### src/hw/rtl/gcgc_pkg.sv
// ----------------------------------------------------------------------------
// gcgc_pkg
// Shared types and constants of the grid cell ground classifier.
// ----------------------------------------------------------------------------
`default_nettype none

package gcgc_pkg;

    // Grid size defaults
    localparam int MAX_COLUMNS_DEF = 512;
    localparam int MAX_ROWS_DEF    = 512;

    // Full cell count
    localparam logic [15:0] COUNT_FULL = 16'hFFFF;

    // Item modes and result kinds
    localparam logic MODE_ADD   = 1'b0;
    localparam logic MODE_QUERY = 1'b1;

    // Configuration register indexes
    localparam logic [2:0] CFG_COLUMNS = 3'd0;
    localparam logic [2:0] CFG_ROWS    = 3'd1;
    localparam logic [2:0] CFG_WIDTH   = 3'd2;
    localparam logic [2:0] CFG_DEPTH   = 3'd3;
    localparam logic [2:0] CFG_ILIM    = 3'd4;
    localparam logic [2:0] CFG_HLIM    = 3'd5;
    localparam logic [2:0] CFG_SPREAD  = 3'd6;

    // Configuration reset values
    localparam logic [9:0]  RST_COLUMNS = 10'd500;
    localparam logic [9:0]  RST_ROWS    = 10'd300;
    localparam logic [12:0] RST_WIDTH   = 13'd100;
    localparam logic [12:0] RST_DEPTH   = 13'd100;
    localparam logic [7:0]  RST_ILIM    = 8'd18;
    localparam logic [15:0] RST_HLIM    = 16'hFED4;
    localparam logic [31:0] RST_SPREAD  = 32'd100;

    typedef struct packed {
        logic [9:0]         columns;
        logic [9:0]         rows;
        logic [12:0]        width;
        logic [12:0]        depth;
        logic [7:0]         ilim;
        logic signed [15:0] hlim;
        logic [31:0]        spread;
    } t_cfg;

    // Job handed from the front to the back
    typedef struct packed {
        logic               kind;
        logic               hit;
        logic [9:0]         col;
        logic [9:0]         row;
        logic signed [15:0] z;
        logic [30:0]        zsq;
        logic [7:0]         intensity;
    } t_job;

endpackage

`default_nettype wire

### src/hw/rtl/gcgc_queue.sv
// ----------------------------------------------------------------------------
// gcgc_queue
// Two-entry job queue between the front and the back.
// ----------------------------------------------------------------------------
`default_nettype none

module gcgc_queue (
    input  wire logic          i_clk,
    input  wire logic          i_rst_n,
    input  wire logic          i_push,
    input  wire gcgc_pkg::t_job i_job,
    output logic               o_full,
    input  wire logic          i_pop,
    output logic               o_empty,
    output gcgc_pkg::t_job     o_job
);

    gcgc_pkg::t_job r_mem [2];
    logic           r_wp, r_rp;
    logic [1:0]     r_cnt;

    assign o_full  = (r_cnt == 2'd2);
    assign o_empty = (r_cnt == 2'd0);
    assign o_job   = r_mem[r_rp];

    // Store pushed jobs
    always_ff @(posedge i_clk) begin
        if (i_push) r_mem[r_wp] <= i_job;
    end

    // Advance pointers and count
    always_ff @(posedge i_clk) begin
        if (!i_rst_n) begin
            r_wp  <= 1'b0;
            r_rp  <= 1'b0;
            r_cnt <= 2'd0;
        end else begin
            if (i_push) r_wp <= ~r_wp;
            if (i_pop)  r_rp <= ~r_rp;
            if (i_push && !i_pop)      r_cnt <= r_cnt + 2'd1;
            else if (!i_push && i_pop) r_cnt <= r_cnt - 2'd1;
        end
    end

endmodule

`default_nettype wire

### config.mk
export PLATFORM = sky130hd
export DESIGN_NAME = gcgc_queue
export DESIGN_NICKNAME = d
export VERILOG_FILES = /design/src/hw/rtl/gcgc_pkg.sv /design/src/hw/rtl/gcgc_queue.sv
export SDC_FILE = /design/constraint.sdc
export NUM_CORES = 1
export LEC_CHECK = 0
export BUFFER_PORTS_ARGS = -buffer_cell sky130_fd_sc_hd__buf_2
export CAP_MARGIN = 20
export CORE_MARGIN = 5
export CORE_UTILIZATION = 52
export DETAILED_ROUTE_END_ITERATION = 8
export PLACE_DENSITY = 0.79
export SYNTH_ARGS = -nofsm -noshare
export SYNTH_HDL_FRONTEND = slang
export SYNTH_SLANG_ARGS = --single-unit
### constraint.sdc
create_clock -name i_clk -period 6.55 [get_ports i_clk]
set_clock_uncertainty 0.05 [all_clocks]
set_input_delay 1.965 -clock i_clk [delete_from_list [all_inputs] [get_ports i_clk]]
set_output_delay 1.965 -clock i_clk [all_outputs]
set_load 0.02 [all_outputs]
**Word-level counts from Yosys, hierarchy flattened**

Memory sizes are Yosys's and may differ from the RTL's. A register that Yosys moved wholly into a read port is not among the register bits.
Index checks and enable logic that the tools add are counted.

- Register bits after elaboration: 4
- Memories kept: 1
- Bits in writable memories: 154
- Logic and storage cells: 21
- Bits of input ports: 81

Memories:

| memory | depth | bits a word | read ports | clocked after memory_dff | write ports | line | source |
|---|---|---|---|---|---|---|---|
| r_mem | 2 | 77 | 1 | 1 | 1 | gcgc_queue.sv:18 | `gcgc_pkg::t_job r_mem [2];` |

- Mux-type cells: 6
- Eq/ne operators: 1
- Add/subtract/negate cells: 2
- Reductions and logical operators: 6
- Bitwise operators: 2

Operator list:

| operator | count |
|---|---|
| 1-bit two-way mux | 4 |
| 2-bit two-way mux | 2 |
| 2-bit by 1-bit adder with 2-bit output (second input constant) | 1 |
| 2-bit equality test (second input constant) | 1 |
| 1-bit logical AND | 2 |
| 1-bit zero test | 2 |
| 2-bit zero test | 1 |
| 1-bit NOT | 2 |
| 2-bit nonzero test | 1 |
| 2-bit by 1-bit subtractor with 2-bit output (second input constant) | 1 |

**Depth between registers and ports, before layout**

Gate-level depths: netlist of run 1.

- Word-level depth: 4
- Mapped depth: 5
- Mapped depth without buffers: 5

**Worst setup path after synthesis of run 1**

Ideal clock, no wire load.

- Path kind: input -> register
- From: input i_push
- To: memory r_mem[0][0] (netlist name), enable pin
- Stages on the path: 1
- Library setup time: 0.523 ns
- Required time: 5.977 ns
- Arrival time: 5.366 ns
- Setup slack: 0.612 ns
- Cell sequence: nor2b_1

- Longest elaborated chain between the ends: 2

Ends and longest elaborated chain:

| item | line | source |
|---|---|---|
| from (decl) | gcgc_queue.sv:10 | `input wire logic i_push,` |
| 1-bit two-way mux | gcgc_queue.sv:28 | `if (i_push) r_mem[r_wp] <= i_job;` |
| 1-bit two-way mux (not written as such) | gcgc_queue.sv:28 |  |
| to (decl) | gcgc_queue.sv:18 |  |

Every way passes these cells.

==> results.tsv, run 1 <==
metric	value	unit
area leader, netlist	edfxtp_1	
CP Class	flop to output port	
first-pass GRT wire length	15630	um
post_cts resized	0	
DRT Pass-1 Iters	4	
outcome	complete, no violations	
layout cells sized above 1	60.99	%
antenna diode count	0	
DRC viols	0	
hold buffer count at cts	0	
total of max-cap violations	0	
Clock Path Buffers	2	
maximum vdd drop	199.1	uV
share of the synthesized area in the top cell type	78.27	%
worst hold slack	0.4588	ns
Post-synth EDFFs	154	
area of the mapped netlist	5908	um2
most frequent cell after synthesis	edfxtp_1	
most frequent cells after synthesis	154 x edfxtp_1, 47 x mux2_2, 30 x mux2_4	
Die W	116.6	um
M1 GR Usage	17.15	%
gr ovfl total	0	
Setup crit end kind	output port	
synthesis warning total	0	
Hold Path Class	flop to flop	
CTS Buf Count	17	
GP Congestion	0.7387	
hold_sp	r_cnt[1]	
Worst Slack Setup Final	2.221	ns
Max-slew headroom	32.51	%
die area	13590	um2
CTS sink cnt	159	
DR vias/cell	4.910	
syn_area_per_cell	22.55	um2
top_reg_cell synth	edfxtp_1	
number of I/O pins	160	
gr busiest metal	met2	
Worst-Margin Slew	1.012	ns
met2 usage	27.27	%
fin crit share	66.10	%
RSZ-0062 raised after global routing	false	
postcts setup bufs	0	
vias in the first global route	3250	
Mapped Nets	344	
hold path depth	2	
Worst EP arrival	2.31	ns
Root Driver	clkbuf_16	
CORE AREA	11270	um2
ys async rst share	0	%
Worst setup SP type	flop	
Clk Latency, worst-skew pair	0.41	ns
R2R depth	2	
final hold violations	0	
Pwr Density	322.9	nW/um2
antenna-violating nets left	0	
top cells by area, synth	edfxtp_1 78%, mux2_2 9.0%, mux2_4 7.6%	
Iter 0 DRT Violations	96	
RR Startpoint	r_wp	
Fmax	231.0	MHz
Avg WL per Cell	17.30	um
CTS tree	built	
Via Count	2892	
row cnt	39	
Post-Syn Instances	262	
Die Span Y	116.6	um
H-Tree Depth	4	
register bit total from synthesis	159	
IO Port Bufs	159	
grt met3 use	5.959	%
initial antenna violation count	1	
Syn-to-layout area delta	24.99	%
sequential-to-total area share from yosys stat	79.97	%
synth unique cells	18	
clk slew on worst S/H paths	0.06	ns
max-slew violation count	0	
Final nets	515	
fin crit period	4.329	ns
largest net degree at the start of global routing	78	
Fin Setup TNS	0	ns
GRT Total Usage	15.70	%
final setup fails	0	
Leak	2.850	nW
CP Max Fanout	42	
WP data required	4.53	ns
Initial Util	52.41	%
pre-CTS setup slack	2.596	ns
Detailed Route WL	10190	um
placed wire-length estimate	6847	um
worst paths after layout:
path                            slack, ns     endpoint
worst max-delay path                 2.22    o_job[71]
worst min-delay path                 0.46     r_cnt[1]
worst max register to register       4.44  r_mem[0][6]
worst min register to register       0.46     r_cnt[1]
layer usage:
layer	vias to the layer above	share of wire (%)
li1	1377	-
met1	1386	38
met2	108	51
met3	19	8.6
met4	2	2.2
met5	-	0.15
critical path, stage by stage (launching register included):
cell and delay [ns]:
dfxtp_4 0.67, buf_4 0.61, mux2_2 0.40, buf_2 0.16
area by class of cell:
class | count | area (um2)
Multi-Input combinational cell | 93 | 1102
Sequential cell | 159 | 4728
Clock inverter | 15 | 135.1
Clock buffer | 17 | 425.4
Fill cell | 788 | 3887
Tap cell | 143 | 178.9
Timing Repair Buffer | 161 | 810.8
Inverter | 1 | 3.754
power breakdown:
| part | switching [mW] | internal, mW |
|---|---|---|
| clock | 0.393 | 0.527 |
| sequential | 0.0234 | 1.18 |
| combinational | 0.147 | 0.118 |
| total | 0.564 | 1.82 |
sequential cells by signal (all words and copies together), names as in the netlist, named ones only:
| register | cells |
|---|---|
| r_rp | 1 |
| r_cnt | 2 |
| r_wp | 1 |
| r_mem | 154 |
metrics by stage:
stage / instances / util, % / power [mW] / cell area [um2]
detailed placement: 557 / 60.54 / 1.491 / 6824
global route: 589 / 65.51 / 2.474 / 7385
CTS: 589 / 65.51 / 2.409 / 7385
global placement: 557 / 60.54 / 1.482 / 6824
finish: 589 / 65.51 / 2.384 / 7385
floorplan: 262 / - / 1.401 / 5908
cells in the final DEF, fill, tap and decap left out, drive strengths merged:
cell type	count
a21boi	1
and2	4
buf	161
bufinv	1
clkbuf	17
clkinv	4
clkinvlp	4
dfxtp	5
edfxtp	154
ha	1
inv	7
mux2	77
nor2	1
nor2b	3
o21a	1
o21ai	1
or3	1
xnor2	1
xor2	2
logic make-up after synthesis:
logic type,synth area share [%]
AOI/OAI and AO/OA,0.3389
adders and majority gates,0.2117
and+or+nand+nor,0.9106
muxes,16.58
xor gates and xnor gates,0.4448
buffers and inverters,1.546
DFF,79.97
(Power assumes the default switching activity.)
==> run 2, diff against run 1 <==
- clock period: 6.55 -> 4.5 ns (I/O delays scaled with it)
==> results.tsv, run 2 (synthesis gave the netlist of run 1 again) <==
metric	value	unit
CORE AREA	11270	um2
Leak	2.926	nW
Detailed Route WL	10230	um
Worst-Margin Slew	1.042	ns
Worst EP arrival	2.09	ns
Cell Area, Placed	6844	um2
clk slew on worst S/H paths	0.06	ns
first-pass GRT wire length	15770	um
Hold Path Class	flop to flop	
Flop pwr share	46.2	%
outcome	complete, no violations	
CP Max Fanout	50	
Final Cell Area	7531	um2
CTS tree	built	
RSZ-0062 raised after global routing	false	
fin crit period	3.489	ns
Avg WL per Cell	17.37	um
largest net degree at the start of global routing	78	
DRT Pass-1 Iters	4	
total of max-cap violations	0	
Worst setup SP type	flop	
CTS Buf Count	17	
cell internal pwr	2.983	mW
Root Driver	clkbuf_16	
Max-slew headroom	30.55	%
pre-CTS setup slack	1.414	ns
Syn-to-layout area delta	27.47	%
DRC viols	0	
Fin Setup TNS	0	ns
antenna-violating nets left	0	
number of I/O pins	160	
die area	13590	um2
Iter 0 DRT Violations	160	
Final nets	516	
final setup fails	0	
Fmax	286.6	MHz
row cnt	39	
Worst Slack Setup Final	1.011	ns
Die W	116.6	um
antenna diode count	0	
Die Span Y	116.6	um
DR vias/cell	4.873	
WP data required	3.10	ns
most common cell after layout, fill and taps aside	buf_2	
Top Layer Used	met5	
maximum vdd drop	297.7	uV
Via Count	2870	
GRT Total Usage	15.82	%
registers with the highest flip-flop counts	r_mem x154, r_cnt x2	
Switching Share	21.22	%
vias in the first global route	3201	
Pwr Density	502.7	nW/um2
Initial Util	52.41	%
H-Tree Depth	4	
Clk pwr share	43.6	%
max-slew violation count	0	
Clk Latency, worst-skew pair	0.40	ns
IO Port Bufs	159	
sw power	0.8034	mW
postcts setup bufs	0	
Met1 Wirelength	3938	um
CTS sink cnt	159	
max reg flops	154	
commonest non-fill, non-tap cells in the layout	159 x buf_2, 154 x edfxtp_1, 47 x mux2_2	
final hold violations	0	
hold buffer count at cts	0	
most flop-heavy register	r_mem	
CP Class	flop to output port	
GP Congestion	0.7083	
Comb power frac	10.2	%
layout cells sized above 1	60.99	%
Setup crit end kind	output port	
met3 wire length	1052	um
fin crit share	77.54	%
Clock Path Buffers	2	
initial antenna violation count	1	
worst hold slack	0.4529	ns
Util after Layout	66.81	%
post_cts resized	0	
gr ovfl total	0	
met2 wire len	5136	um
placed wire-length estimate	6730	um
run 2: cell count changes in the layout (fill, tap and decap cells not counted):
cell | before | now
clkinv_2 | 2 | 1
buf_12 | 0 | 1
inv_6 | 6 | 3
bufinv_16 | 1 | 7
clkinvlp_4 | 4 | 1
run 2: metal layers:
metal	global-route usage, %	vias up
met1	17.94	1368
met4	5.275	2
met3	7.772	12
li1	-	1377
met5	0	-
met2	26.35	111
run 2: path summary, 6_finish.rpt:
| check | from | to | slack (ns) | cells after the start |
|---|---|---|---|---|
| worst max-delay path | flop | o_job[1] | 1.01 | 3 |
| worst min-delay path | r_cnt[1] | r_cnt[1] | 0.45 | 2 |
| worst max register to register | r_wp | r_mem[1][31] | 2.78 | 1 |
| worst min register to register | r_cnt[1] | r_cnt[1] | 0.45 | 2 |
run 2: worst max-delay path: stages (launching register included):
cell and delay, ns:
dfxtp_4 0.84, buf_12 0.31, mux2_2 0.36, buf_2 0.16
run 2: cell type report:
cell class                 count  area (um2)
clock buffer                  17       425.4
clock inverter                14       261.5
fill                         759        3741
inverter                       1       3.754
multi-input combinational     93        1102
sequential                   159        4728
tap                          143       178.9
timing repair buffer         162       830.8
run 2: power by group through the flow:
stage	Clock, mW	Combinational [mW]	Sequential, mW
after floorplan	0	0.278	1.76
after global routing	1.76	0.416	1.76
after CTS	1.67	0.394	1.75
final	1.65	0.387	1.75
after global placement	0	0.385	1.78
after detailed placement	0	0.392	1.78
run 2: metrics by stage:
step	instances	total power, mW
3_3_place_gp	558	2.162
2_1_floorplan	262	2.037
4_1_cts	589	3.818
3_5_place_dp	558	2.174
6_report	589	3.786
5_1_grt	589	3.935
==> run 3, diff against run 2 <==
- CORE_UTILIZATION: 52 -> 47
- PLACE_DENSITY: 0.79 -> 0.76
- clock period: 4.5 -> 3.1 ns (I/O delays scaled with it)
==> results.tsv, run 3 (synthesis gave the netlist of run 1 again) <==
metric	value	unit
total of max-cap violations	0	
IO Port Bufs	159	
Clock Path Buffers	2	
H-Tree Depth	4	
Root Driver	clkbuf_16	
first-pass GRT wire length	15740	um
maximum vdd drop	436.0	uV
placed wire-length estimate	6651	um
number of I/O pins	160	
Max-slew headroom	67.76	%
Final nets	517	
layout cells sized above 1	60.94	%
most flop-heavy register	r_mem	
GP Congestion	0.7011	
Via Count	2947	
postcts setup bufs	0	
Avg WL per Cell	16.65	um
antenna-violating nets left	0	
final hold violations	0	
initial antenna violation count	1	
CP Max Fanout	36	
largest net degree at the start of global routing	78	
Cells after DPL	588	
registers with the highest flip-flop counts	r_mem x154, r_cnt x2	
R2R depth	2	
clk slew on worst S/H paths	0.06	ns
antenna diode count	0	
total power	5.095	mW
most common cell after layout, fill and taps aside	buf_2	
DR vias/cell	4.753	
Die Span Y	122.1	um
CTS Buf Count	17	
Leak	2.872	nW
post_cts resized	0	
Worst EP arrival	1.82	ns
DRC viols	0	
Clk Latency, worst-skew pair	0.41	ns
Initial Util	47.40	%
Worst-Margin Slew	0.4836	ns
commonest non-fill, non-tap cells in the layout	159 x buf_2, 154 x edfxtp_1, 47 x mux2_2	
worst hold slack	0.4603	ns
GRT Total Usage	14.18	%
Setup crit end kind	output port	
Post-Layout Cell Count	620	
WP data required	2.12	ns
gr ovfl total	0	
CORE AREA	12470	um2
RSZ-0062 raised after global routing	false	
row cnt	41	
FILL cells	943	
Pwr Density	679.4	nW/um2
vias in the first global route	3177	
fin crit period	2.799	ns
Fin Setup TNS	0	ns
die area	14910	um2
final setup fails	0	
CTS sink cnt	159	
Detailed Route WL	10320	um
Worst setup SP type	flop	
Fmax	357.3	MHz
outcome	complete, no violations	
Hold Path Class	flop to flop	
DRT Pass-1 Iters	5	
Syn-to-layout area delta	26.94	%
Iter 0 DRT Violations	114	
max reg flops	154	
CTS tree	built	
CP Class	flop to output port	
fin crit share	90.28	%
hold path depth	2	
hold buffer count at cts	0	
Die W	122.1	um
max-slew violation count	0	
-- run 3: power breakdown --
group / switching, mW / leakage (nW) / total (mW) / internal, mW
registers: 0.0410 / 1.49 / 2.52 / 2.48
logic: 0.325 / 1.12 / 0.587 / 0.262
clock network: 0.804 / 0.262 / 1.98 / 1.18
total: 1.17 / 2.87 / 5.10 / 3.93
-- run 3: routing by layer --
metal	part of all wire (%)	vias to the layer above	wire length [um]	global-route usage, %
li1	-	1383	-	-
met1	39	1428	4004	16.03
met2	50	117	5166	23.20
met3	9.3	17	956	6.314
met4	1.8	2	183	6.508
met5	0.13	-	13	0
-- run 3: worst paths after layout --
| check | start | endpoint | slack [ns] |
|---|---|---|---|
| setup / recovery | flop | o_job[24] | 0.30 |
| hold / removal | r_cnt[1] | r_cnt[1] | 0.46 |
| setup reg to reg | r_wp | r_mem[1][62] | 1.71 |
| hold reg to reg | r_cnt[1] | r_cnt[1] | 0.46 |
-- run 3: critical path, stage by stage, from the launching register on --
cell and delay (ns):
dfxtp_4 0.56, buf_12 0.27, mux2_2 0.37, buf_2 0.16
-- run 3: area by class of cell --
class	count	area [um2]	share of cell area (%)
flip-flops and latches	159	4728	63.05
clock buffers	18	429.2	5.722
clock inverters	14	145.1	1.935
repair buffers	163	875.8	11.68
multi-input cells	93	1102	14.70
inverters	1	3.754	0.05005
well taps	172	215.2	2.870
-- run 3: stage by stage --
step	setup WS, ns	util, %	area, um2
after CTS	0.2683	60.16	7500
after global placement	0.7283	55.56	6925
after global routing	0.2102	60.16	7500
after floorplan	0.5130	-	5917
after detailed placement	0.7313	55.56	6925
final	0.3015	60.16	7500
