File: src/hw/rtl/gcgc_pkg.sv
// ----------------------------------------------------------------------------
// gcgc_pkg
// Shared types and constants of the grid cell ground classifier.
// ----------------------------------------------------------------------------
`default_nettype none

package gcgc_pkg;

    // Grid size defaults
    localparam int MAX_COLUMNS_DEF = 512;
    localparam int MAX_ROWS_DEF    = 512;

    // Full cell count
    localparam logic [15:0] COUNT_FULL = 16'hFFFF;

    // Item modes and result kinds
    localparam logic MODE_ADD   = 1'b0;
    localparam logic MODE_QUERY = 1'b1;

    // Configuration register indexes
    localparam logic [2:0] CFG_COLUMNS = 3'd0;
    localparam logic [2:0] CFG_ROWS    = 3'd1;
    localparam logic [2:0] CFG_WIDTH   = 3'd2;
    localparam logic [2:0] CFG_DEPTH   = 3'd3;
    localparam logic [2:0] CFG_ILIM    = 3'd4;
    localparam logic [2:0] CFG_HLIM    = 3'd5;
    localparam logic [2:0] CFG_SPREAD  = 3'd6;

    // Configuration reset values
    localparam logic [9:0]  RST_COLUMNS = 10'd500;
    localparam logic [9:0]  RST_ROWS    = 10'd300;
    localparam logic [12:0] RST_WIDTH   = 13'd100;
    localparam logic [12:0] RST_DEPTH   = 13'd100;
    localparam logic [7:0]  RST_ILIM    = 8'd18;
    localparam logic [15:0] RST_HLIM    = 16'hFED4;
    localparam logic [31:0] RST_SPREAD  = 32'd100;

    typedef struct packed {
        logic [9:0]         columns;
        logic [9:0]         rows;
        logic [12:0]        width;
        logic [12:0]        depth;
        logic [7:0]         ilim;
        logic signed [15:0] hlim;
        logic [31:0]        spread;
    } t_cfg;

    // Job handed from the front to the back
    typedef struct packed {
        logic               kind;
        logic               hit;
        logic [9:0]         col;
        logic [9:0]         row;
        logic signed [15:0] z;
        logic [30:0]        zsq;
        logic [7:0]         intensity;
    } t_job;

endpackage

`default_nettype wire

File: src/hw/rtl/gcgc_front.sv
// ----------------------------------------------------------------------------
// gcgc_front
// Accepts items, locates points in the grid with two bit-serial dividers and
// checks queries against the grid, then pushes one job into the queue.
// ----------------------------------------------------------------------------
`default_nettype none

module gcgc_front #(
    parameter int MAX_COLUMNS = gcgc_pkg::MAX_COLUMNS_DEF,
    parameter int MAX_ROWS    = gcgc_pkg::MAX_ROWS_DEF
) (
    input  wire logic          i_clk,
    input  wire logic          i_rst_n,
    input  wire logic          i_valid,
    output logic               o_ready,
    input  wire logic          i_mode,
    input  wire logic [15:0]   i_x_mm,
    input  wire logic [15:0]   i_y_mm,
    input  wire logic [15:0]   i_z_mm,
    input  wire logic [7:0]    i_intensity,
    input  wire logic [8:0]    i_query_column,
    input  wire logic [8:0]    i_query_row,
    input  wire gcgc_pkg::t_cfg i_cfg,
    input  wire logic          i_full,
    output logic               o_push,
    output gcgc_pkg::t_job     o_job
);

    localparam logic [1:0] F_IDLE = 2'd0;
    localparam logic [1:0] F_DIV  = 2'd1;
    localparam logic [1:0] F_PUSH = 2'd2;
    localparam logic [4:0] LAST_STEP = 5'd16;

    logic [1:0]         r_state, n_state;
    logic               r_mode;
    logic               r_xneg, r_yneg;
    logic signed [15:0] r_z;
    logic [30:0]        r_zsq;
    logic [7:0]         r_int;
    logic [8:0]         r_qc, r_qr;
    logic [16:0]        r_xa, r_ya, r_xq, r_yq;
    logic [12:0]        r_xr, r_yr;
    logic [4:0]         r_step;

    logic [9:0]  w_ncol, w_nrow;
    logic [8:0]  w_hc, w_hr;
    logic [13:0] w_xt, w_yt;
    logic        w_xb, w_yb;
    logic        w_xhit, w_yhit, w_qin;
    logic [9:0]  w_xidx, w_yidx;
    logic        w_accept;

    // Clamp the grid size and halve it
    assign w_ncol = (int'(i_cfg.columns) > MAX_COLUMNS) ? 10'(MAX_COLUMNS) : i_cfg.columns;
    assign w_nrow = (int'(i_cfg.rows) > MAX_ROWS) ? 10'(MAX_ROWS) : i_cfg.rows;
    assign w_hc   = w_ncol[9:1];
    assign w_hr   = w_nrow[9:1];

    assign o_ready  = (r_state == F_IDLE);
    assign w_accept = i_valid && o_ready;

    // One restoring division step per axis
    assign w_xt = {r_xr, r_xa[16]};
    assign w_yt = {r_yr, r_ya[16]};
    assign w_xb = (w_xt >= {1'b0, i_cfg.width});
    assign w_yb = (w_yt >= {1'b0, i_cfg.depth});

    // Map quotient and remainder to a cell index along one axis
    function automatic logic [10:0] locate(input logic neg, input logic [16:0] uq,
                                           input logic [12:0] rem, input logic [12:0] size,
                                           input logic [8:0] half);
        logic       hit;
        logic [9:0] idx;
        hit = (size != 13'd0) && (half != 9'd0) && (rem != 13'd0) && (uq < {8'd0, half});
        idx = neg ? ({1'b0, half} - 10'd1 - {1'b0, uq[8:0]})
                  : ({1'b0, half} + {1'b0, uq[8:0]});
        return {hit, idx};
    endfunction

    assign {w_xhit, w_xidx} = locate(r_xneg, r_xq, r_xr, i_cfg.width, w_hc);
    assign {w_yhit, w_yidx} = locate(r_yneg, r_yq, r_yr, i_cfg.depth, w_hr);
    assign w_qin = ({1'b0, r_qc} < {w_hc, 1'b0}) && ({1'b0, r_qr} < {w_hr, 1'b0});

    // Build the job
    always_comb begin
        o_job.kind      = r_mode;
        o_job.hit       = (r_mode == gcgc_pkg::MODE_QUERY) ? w_qin : (w_xhit && w_yhit);
        o_job.col       = (r_mode == gcgc_pkg::MODE_QUERY) ? {1'b0, r_qc} : w_xidx;
        o_job.row       = (r_mode == gcgc_pkg::MODE_QUERY) ? {1'b0, r_qr} : w_yidx;
        o_job.z         = r_z;
        o_job.zsq       = r_zsq;
        o_job.intensity = r_int;
    end

    assign o_push = (r_state == F_PUSH) && !i_full;

    // Next state
    always_comb begin
        n_state = r_state;
        unique case (r_state)
            F_IDLE: begin
                if (w_accept) n_state = (i_mode == gcgc_pkg::MODE_QUERY) ? F_PUSH : F_DIV;
            end
            F_DIV: begin
                if (r_step == LAST_STEP) n_state = F_PUSH;
            end
            F_PUSH: begin
                if (!i_full) n_state = F_IDLE;
            end
            default: n_state = F_IDLE;
        endcase
    end

    always_ff @(posedge i_clk) begin
        if (!i_rst_n) begin
            r_state <= F_IDLE;
        end else begin
            r_state <= n_state;
        end
    end

    // Latch the item and run the dividers
    always_ff @(posedge i_clk) begin
        if (w_accept) begin
            r_mode <= i_mode;
            r_xneg <= i_x_mm[15];
            r_yneg <= i_y_mm[15];
            r_z    <= i_z_mm;
            r_zsq  <= 31'($signed(i_z_mm) * $signed(i_z_mm));
            r_int  <= i_intensity;
            r_qc   <= i_query_column;
            r_qr   <= i_query_row;
            r_xa   <= i_x_mm[15] ? (17'd0 - {i_x_mm[15], i_x_mm}) : {1'b0, i_x_mm};
            r_ya   <= i_y_mm[15] ? (17'd0 - {i_y_mm[15], i_y_mm}) : {1'b0, i_y_mm};
            r_xq   <= 17'd0;
            r_yq   <= 17'd0;
            r_xr   <= 13'd0;
            r_yr   <= 13'd0;
            r_step <= 5'd0;
        end else if (r_state == F_DIV) begin
            r_xa   <= {r_xa[15:0], 1'b0};
            r_ya   <= {r_ya[15:0], 1'b0};
            r_xq   <= {r_xq[15:0], w_xb};
            r_yq   <= {r_yq[15:0], w_yb};
            r_xr   <= w_xb ? 13'(w_xt - {1'b0, i_cfg.width}) : w_xt[12:0];
            r_yr   <= w_yb ? 13'(w_yt - {1'b0, i_cfg.depth}) : w_yt[12:0];
            r_step <= r_step + 5'd1;
        end
    end

endmodule

`default_nettype wire

File: config.mk
export PLATFORM = sky130hd
export DESIGN_NAME = gcgc_front
export DESIGN_NICKNAME = d
export VERILOG_FILES = /design/src/hw/rtl/gcgc_pkg.sv /design/src/hw/rtl/gcgc_front.sv
export SDC_FILE = /design/constraint.sdc
export NUM_CORES = 1
export LEC_CHECK = 0
export BUFFER_PORTS_ARGS = -buffer_cell sky130_fd_sc_hd__clkbuf_2
export CAP_MARGIN = 20
export CORE_MARGIN = 2
export CORE_UTILIZATION = 40
export CTS_CLUSTER_DIAMETER = 150
export DETAILED_ROUTE_END_ITERATION = 16
export SLEW_MARGIN = 20
export SYNTH_ARGS = -nofsm -noshare
export SYNTH_HDL_FRONTEND = slang
export SYNTH_SLANG_ARGS = --single-unit
File: constraint.sdc
create_clock -name i_clk -period 6.1 [get_ports i_clk]
set_input_delay 0 -clock i_clk [delete_from_list [all_inputs] [get_ports i_clk]]
set_output_delay 0 -clock i_clk [all_outputs]
set_load 0.005 [all_outputs]
## After elaboration in Yosys (flattened, before gate mapping)

Cells that the tools add are included.

| storage, ports and cells | value |
|---|---|
| flip-flop bits (word level) | 177 |
| input port bits | 181 |
| word-level logic and storage cells | 82 |

| cells by class | value |
|---|---|
| add/subtract/negate cells | 11 |
| multiply operators | 1 |
| order comparisons | 8 |
| equality and inequality tests | 6 |
| multiplexer cells | 20 |
| reduce and logical (&&, ||, !) cells | 20 |

Operator list:

| operator | number |
|---|---|
| $mux W17 | 6 |
| $mux W10 | 6 |
| $reduce_bool A13 Y1 | 4 |
| $lt A17 B9 Y1 | 2 |
| $sub A1 B16 Y17 const A | 2 |
| $mul A16 B16 Y31 | 1 |
| $ge A14 B13 Y1 | 2 |
| $mux W13 | 2 |
| $sub A13 B13 Y13 | 2 |
| $add A9 B9 Y10 | 2 |
| $gt A10 B10 Y1 const B | 2 |
| $lt A9 B10 Y1 | 2 |
| $sub A10 B9 Y10 | 2 |
| $sub A9 B1 Y10 const B | 2 |
| $reduce_bool A9 Y1 | 2 |
| $logic_and A1 B1 Y1 | 10 |
| $mux W2 | 4 |
| $pmux W2 S3 | 1 |
| $add A5 B1 Y5 const B | 1 |
| $eq A5 B5 Y1 const B | 1 |
| $ne A2 B2 Y1 const B | 2 |
| $reduce_and A3 Y1 | 1 |
| $eq A2 B1 Y1 const B | 1 |
| $eq A2 B2 Y1 const B | 1 |
| 5 further kinds | 5 |

## Depth between registers and ports, before layout

Gate-level depths: netlist of run 1.

| depth | value |
|---|---|
| depth after elaboration | 8 |
| depth in mapped cells | 25 |
| mapped depth without buffers | 23 |

## Least setup slack after synthesis of run 1

Ideal clock, no wire load.

| path | value |
|---|---|
| path type | input port to flip-flop |
| from | input port i_z_mm[12] |
| to | register r_zsq[29] (data pin) |
| library setup time | 260 ps |
| data arrival time | 5,799 ps |
| data required time | 5,840 ps |
| path slack | 41 ps |
| stages | 24 |
| buffers on the path | 1 |
| path through | clkbuf_1 clkinv_1 nor2_1 inv_1 fa_1 inv_1 fa_1 inv_1 fa_1 inv_1 fa_1 fa_1 inv_1 fa_1 inv_1 ha_1 a21o_1 a21o_1 a21oi_1 nor2_1 a211oi_1 o31ai_4 a311oi_2 xnor2_1 |

| between the ends | value |
|---|---|
| cells in the longest elaborated chain, start to end | 1 |

RTL lines:

| item | RTL line | source |
|---|---|---|
| from (decl) | gcgc_front.sv:19 | `input wire logic [15:0] i_z_mm,` |
| $mul A16 B16 Y31 | gcgc_front.sv:129 | `r_zsq <= 31'($signed(i_z_mm) * $signed(i_z_mm));` |
| to (signal assigned) | gcgc_front.sv:129 |  |
| to (decl) | gcgc_front.sv:38 | `logic [30:0] r_zsq;` |

No other way between the ends.
A chain may end at the register's enable or synchronous reset.

## Worst setup path after layout of run 1

| path | value |
|---|---|
| from | input port i_z_mm[2] |
| to | register r_zsq[24] (data pin) |

The elaborated chain is that of the path after synthesis.

==> results.yml, run 1 <==
status:
  status: "finished clean"
synthesis:
  synth-seq-cells: 175
  yosys.area.top_type: "fa_1"
  yosysUniqueCellTypes: 70
  synth-async-reset-ratio: 0
  synth_nets: 2680
  synthCells: 2077
  synth_top_area_frac: 0.244
  ys_top_cells_by_area: "fa_1 (24%), edfxtp_1 (17%), ha_1 (12%), inv_1 (8.7%), dfxtp_1 (7.0%)"
  yosysSeqAreaShare: 0.238
  ys.flop_type: "edfxtp_1"
  synth_edf_count: 108
  ys.warnings.count: 0
  syn_area_sq_um: 19300
  synth.avg_cell_area_sq_um: 9.29
timing:
  period_share: 0.972
  rsz0062_at_grt: "yes"
  holdWs_ps: 67.5
  worstMarginPinSlew_ps: 1010
  hold_viol: 0
  setup_viol: 0
  fin_skew_ps: 13.0
  final_max_slew_viol_count: 0
  max_slew_margin: 0.324
  fin_crit_ps: 5930
  fmax_ghz: 0.169
grt:
  grtUsageTotal: 0.196
  grt_pass1_vias: 15800
  grt_max_degree: 95
  gr-total-overflow: 0
  grt_antenna_before_repair: 0
  grt_first_pass_wirelength_um: 77800
hold_path:
  min_path_type: "in -> reg"
routing:
  dr.first_iter.drc_count: 724
  wl_um: 46600
  routed_via_density: 4.97
  top_layer: "met4"
  wl_met2_um: 23800
  wl_met3_um: 1750
  first_pass_iters: 5
  drtAntennaViolNets: 0
  drc: 0
  via_count: 14900
  met1_length_um: 20100
  wire_per_inst_um: 15.6
clocking:
  htreeDepth: 4
  insertion_delay_ps: 490
  clock-sinks: 175
  clk_path_buf_depth: 2
  cts_root_buffer: "clkbuf_16"
  cts.clk_slew.worst_paths_ps: 80
  cts_buffers: 17
  cts_tree: "done"
power_and_ir_drop:
  p_int_uw: 7520
  power_frac_comb: 0.776
  p_leak_uw: 0.0110
  power_density_nw_per_um2: 616
  clockPowerShare: 0.081
  power_frac_seq: 0.142
  vdd_drop_max_mv: 0.952
  swShare: 0.465
  p_sw_uw: 6530
final_layout:
  nNetsFinal: 2972
  syn_to_final_growth_pct: 18.2
  n_fill_cell: 4484
  drive_gt1_frac: 0.148
  fin_area_sq_um: 22800
  diodes: 0
floorplanning:
  die_x_um: 224
  die_y_um: 224
  dieArea_sq_um: 50000
  rows: 80
  initial_utilization: 0.405
  design.core.area_sq_um: 47600
  pin_count: 260
place:
  place_area_sq_um: 21300
  hpwl_um: 37400
  gp_congestion: 0.911
  port_buffers: 200
critical_path:
  path_buf_inv: 8
  crit_chain: "dlygate4sd3_1, clkbuf_2, buf_6, and2_1, fa_1, inv_1, fa_1, fa_1, fa_1, inv_1, fa_1, inv_1, fa_1, inv_1, ha_4, a21oi_2, o22ai_1, a221oi_2, o31ai_4, a221oi_4, buf_4, o21bai_1, a21oi_1, xnor2_1"
  cpMaxStageDelayCell: "dlygate4sd3_1"
  crit_top_cell: "fa_1"
  cp_top_family: "adder cells"
  crit_type: "in -> reg"
  cp.required_ps: 6350
  cp-end-kind: "register"
  path_max_fanout: 14
  cp.arrival_ps: 6180
  start_kind: "input pin"
  max_stage_delay_ps: 540
run:
  max_cap_viol_count: 0
[cells in the mapped netlist, drive strengths merged, types with 4 or more instances]
library cell and n:
xnor2 53, edfxtp 108, a31oi 7, and2 28, nand2b 19, o21ai 140
mux2 11, o31ai 16, clkbuf 53, nor2b 19, nand2 209, nor4 18
nand4 18, a32oi 9, clkinv 5, nand3 29, o21bai 18, buf 12
o21a 13, o211ai 6, xor2 49, or4 10, mux2i 19, ha 187
a21o 27, nor2 83, a21oi 73, and3 5, nand3b 4, or3 6
o41ai 7, o22ai 4, a211oi 7, nor3 21, a21boi 4, inv 445
dfxtp 67, fa 235
[area by class of cell]
cell class / instances / area, sq um / share of cell area
Inverter: 450 / 1700 / 0.0745
Clock buffer: 17 / 425 / 0.0187
Multi-Input combinational cell: 1387 / 12900 / 0.564
Tap cell: 615 / 769 / 0.0337
Timing Repair Buffer: 338 / 2280 / 0.100
Clock inverter: 15 / 188 / 0.00823
Sequential cell: 175 / 4580 / 0.201
[repair_timing]
item | CTS | global route
buffers inserted | 0 | 4
resized for setup | 0 | 38
endpoints found under the setup margin | 0 | 8
hold buffers | 74 | 1
endpoints found under the hold margin | 76 | 1
[cell families after synthesis]
| kind of cell | Yosys count | share of synthesized area |
|---|---|---|
| xor gates and xnor gates | 102 | 0.0463 |
| muxes | 30 | 0.0163 |
| and+or+nand+nor | 475 | 0.114 |
| adders and majority gates | 422 | 0.365 |
| DFF | 175 | 0.238 |
| other | 1 | 0.000194 |
| buffers and inverters | 515 | 0.101 |
| AOI/OAI and AO/OA | 357 | 0.119 |
[cells in the final DEF (no fill, tap or decap), types with 19 or more instances in the layout]
master / instances
inv_1: 437
fa_1: 235
nand2_1: 206
clkbuf_2: 194
ha_1: 184
o21ai_0: 135
edfxtp_1: 108
nor2_1: 79
dlygate4sd3_1: 72
a21oi_1: 70
dfxtp_1: 67
buf_4: 62
xnor2_1: 53
xor2_1: 49
nand3_1: 29
and2_1: 27
a21o_1: 25
nor3_1: 20
mux2i_1: 19
[power groups by stage]
stage / combinational, uW / sequential (uW) / clock [uW]
4_1_cts: 10600 / 2010 / 1200
2_1_floorplan: 7690 / 2030 / 0
6_report: 10900 / 2000 / 1140
5_1_grt: 12600 / 2020 / 1230
3_5_place_dp: 10500 / 2030 / 0
3_3_place_gp: 10300 / 2030 / 0
[sequential cells by signal (all words and copies together) (netlist names), 9 cells and up]
| signal | count |
|---|---|
| r_xa | 17 |
| r_yq | 17 |
| r_xq | 17 |
| r_xr | 13 |
| r_ya | 17 |
| r_qr | 9 |
| r_z | 16 |
| r_qc | 9 |
| r_zsq | 29 |
| r_yr | 13 |
[metal layers]
layer	vias up	GRT usage
li1	7286	-
met1	7251	0.240
met3	63	0.0303
met2	285	0.352
met4	0	0.0632
met5	-	0
[stage by stage]
step / util / instances / worst slack (ps) / power, uW / TNS [ps]
2_1_floorplan: - / 2077 / 40.9 / 9720 / 0
3_3_place_gp: 0.447 / 2889 / 20.1 / 12400 / 0
3_5_place_dp: 0.447 / 2889 / 18.5 / 12600 / 0
4_1_cts: 0.475 / 2995 / 31.5 / 13800 / 0
5_1_grt: 0.479 / 2997 / -61.7 / 15900 / -102
6_report: 0.479 / 2997 / 169 / 14100 / 0
[worst reg2reg max path, delay by kind of cell, from the launching register on]
kind,cells,cell delay (ps)
AO/OA/AOI/OAI,5,1410
adder cells (fa/ha/maj),2,610
buffers and inverters,1,70
flip-flops,1,370
multiplexers,1,420
AND/OR/NAND/NOR,1,130
[final timing paths]
path | startpoint | to | slack [ps] | cells after the start
hold reg to reg | r_xq[16] | r_xq[16] | 470 | 2
hold / removal | i_z_mm[9] | r_z[9] | 70 | 2
setup reg to reg | r_ya[16] | r_yr[0] | 3000 | 10
setup / recovery | i_z_mm[2] | r_zsq[24] | 170 | 24
Power figures use the tool's default switching activity.
==> inputs of run 2 (changes only) <==
--- a/config.mk
+++ b/config.mk
@@ -8,10 +8,12 @@
 export BUFFER_PORTS_ARGS = -buffer_cell sky130_fd_sc_hd__clkbuf_2
 export CAP_MARGIN = 20
 export CORE_MARGIN = 2
-export CORE_UTILIZATION = 40
+export CORE_UTILIZATION = 54
 export CTS_CLUSTER_DIAMETER = 150
 export DETAILED_ROUTE_END_ITERATION = 16
+export PLACE_DENSITY = 0.79
 export SLEW_MARGIN = 20
 export SYNTH_ARGS = -nofsm -noshare
 export SYNTH_HDL_FRONTEND = slang
 export SYNTH_SLANG_ARGS = --single-unit
+export TNS_END_PERCENT = 10
==> results.yml, run 2 (synthesis results as in run 1) <==
status:
  status: "finished clean"
critical_path:
  cpMaxStageDelayCell: "fa_1"
  start_kind: "input pin"
  path_max_fanout: 5
  crit_top_cell: "fa_1"
  cp.required_ps: 6290
  crit_chain: "dlygate4sd3_1, buf_2, buf_4, nand2_1, fa_1, inv_1, fa_1, fa_1, fa_1, fa_1, inv_1, fa_1, inv_1, ha_1, and3_1, nand4_1, o31ai_4, a221oi_4, o21ai_2, mux2i_1, o311ai_1"
  cp_top_family: "adder cells"
  cp-end-kind: "register"
  path_buf_inv: 6
  crit_type: "in -> reg"
  max_stage_delay_ps: 570
  cp.arrival_ps: 6140
routing:
  drc: 0
  first_pass_iters: 6
  routed_via_density: 5.45
  drtAntennaViolNets: 0
  dr.first_iter.drc_count: 953
  wire_per_inst_um: 16.7
  via_count: 15400
  wl_um: 47200
timing:
  period_share: 0.976
  max_slew_margin: 0.260
  fmax_ghz: 0.168
  holdWs_ps: 8.96
  final_max_slew_viol_count: 0
  rsz0062_at_grt: "yes"
  worstMarginPinSlew_ps: 1110
  fin_skew_ps: 9.65
  hold_viol: 0
  fin_crit_ps: 5950
  setup_viol: 0
clocking:
  cts_tree: "done"
  htreeDepth: 4
  cts.clk_slew.worst_paths_ps: 70
  cts_root_buffer: "clkbuf_16"
  clock-sinks: 175
  insertion_delay_ps: 460
  cts_buffers: 17
  clk_path_buf_depth: 2
floorplanning:
  die_x_um: 193
  die_y_um: 193
  initial_utilization: 0.545
  pin_count: 260
  rows: 69
  dieArea_sq_um: 37200
  design.core.area_sq_um: 35400
final_layout:
  syn_to_final_growth_pct: 16.1
  regMostFlops: "r_zsq"
  fin_area_sq_um: 22400
  final_common_cell: "inv_1"
  diodes: 0
  largest_register_ffs: 29
  n_fill_cell: 2787
  most-common-layout-cells: "inv_1 (440), fa_1 (235), nand2_1 (208)"
  drive_gt1_frac: 0.143
  nNetsFinal: 2954
grt:
  grt_first_pass_wirelength_um: 76200
  grt_max_degree: 96
  grtUsageTotal: 0.259
  gr-total-overflow: 0
  grt_pass1_vias: 16100
  grt_antenna_before_repair: 0
place:
  hpwl_um: 36500
  port_buffers: 200
  place_area_sq_um: 21000
  gp_congestion: 0.923
power_and_ir_drop:
  p_leak_uw: 0.0109
  power_density_nw_per_um2: 636
  vdd_drop_max_mv: 1.35
run:
  max_cap_viol_count: 0
hold_path:
  min_path_type: "in -> reg"
[run 2: changes by cell type in the layout (fill, tap and decap cells not counted), sizes merged]
cell	previous run	this run
dlymetal6s4s	3	1
clkinv	11	12
clkinvlp	1	0
dlygate4sd3	72	65
buf	66	57
[run 2: through the flow]
| step | setup TNS, ps | std cells | setup slack (ps) | utilization | power (uW) |
|---|---|---|---|---|---|
| floorplan | 0 | 2077 | 40.9 | - | 9720 |
| global route | -185 | 2825 | -48.6 | 0.633 | 15800 |
| finish | 0 | 2825 | 147 | 0.633 | 14200 |
| CTS | 0 | 2825 | 17.8 | 0.630 | 13800 |
| global placement | 0 | 2727 | 98.6 | 0.594 | 12100 |
| detailed placement | -253 | 2727 | -84.1 | 0.594 | 12500 |
[run 2: layout make-up]
cell class,instances,area (sq um),area share
Inverter,450,1690,0.0755
Timing Repair Buffer,320,2080,0.0930
Clock buffer,17,425,0.0190
Clock inverter,15,204,0.00911
Tap cell,461,577,0.0258
Sequential cell,175,4580,0.205
Multi-Input combinational cell,1387,12800,0.573
[run 2: path summary, 6_finish.rpt]
path                                  from        end  slack (ps)  cells past startpoint
worst max-delay path            i_z_mm[12]  r_zsq[28]         150                     21
worst max register to register    r_ya[16]    r_yr[0]        2900                     10
worst min register to register    r_yq[16]   r_yq[16]         480                      2
worst min-delay path             i_x_mm[8]    r_xa[8]           9                      3
[run 2: where the power goes]
part           switching, uW  total [uW]  internal (uW)
logic                   6130       11100           4920
registers               68.4        2010           1940
clock network            602        1170            569
total                   6800       14200           7430
[run 2: what timing repair did]
item,4_1_cts,5_1_grt
resized for setup,0,25
endpoints found under the hold margin,65,0
setup buffers,0,1
setup endpoints to repair,0,8
hold buffers,66,0
[run 2: per-layer routing]
layer  vias up  GRT usage  wire, um
met1      7467      0.319     19100
met5         -          0         0
li1       7252          -         -
met3       129     0.0338      2860
met4         0      0.113      1900
met2       550      0.457     23300
[run 2: worst register-to-register path: cells and delay by family (launching register included)]
kind / cells / cell delay (ps)
and+or+nand+nor: 1 / 110
adders and majority gates: 2 / 620
AOI/OAI and AO/OA: 5 / 1470
muxes: 1 / 420
buffers and inverters: 1 / 80
DFF: 1 / 390
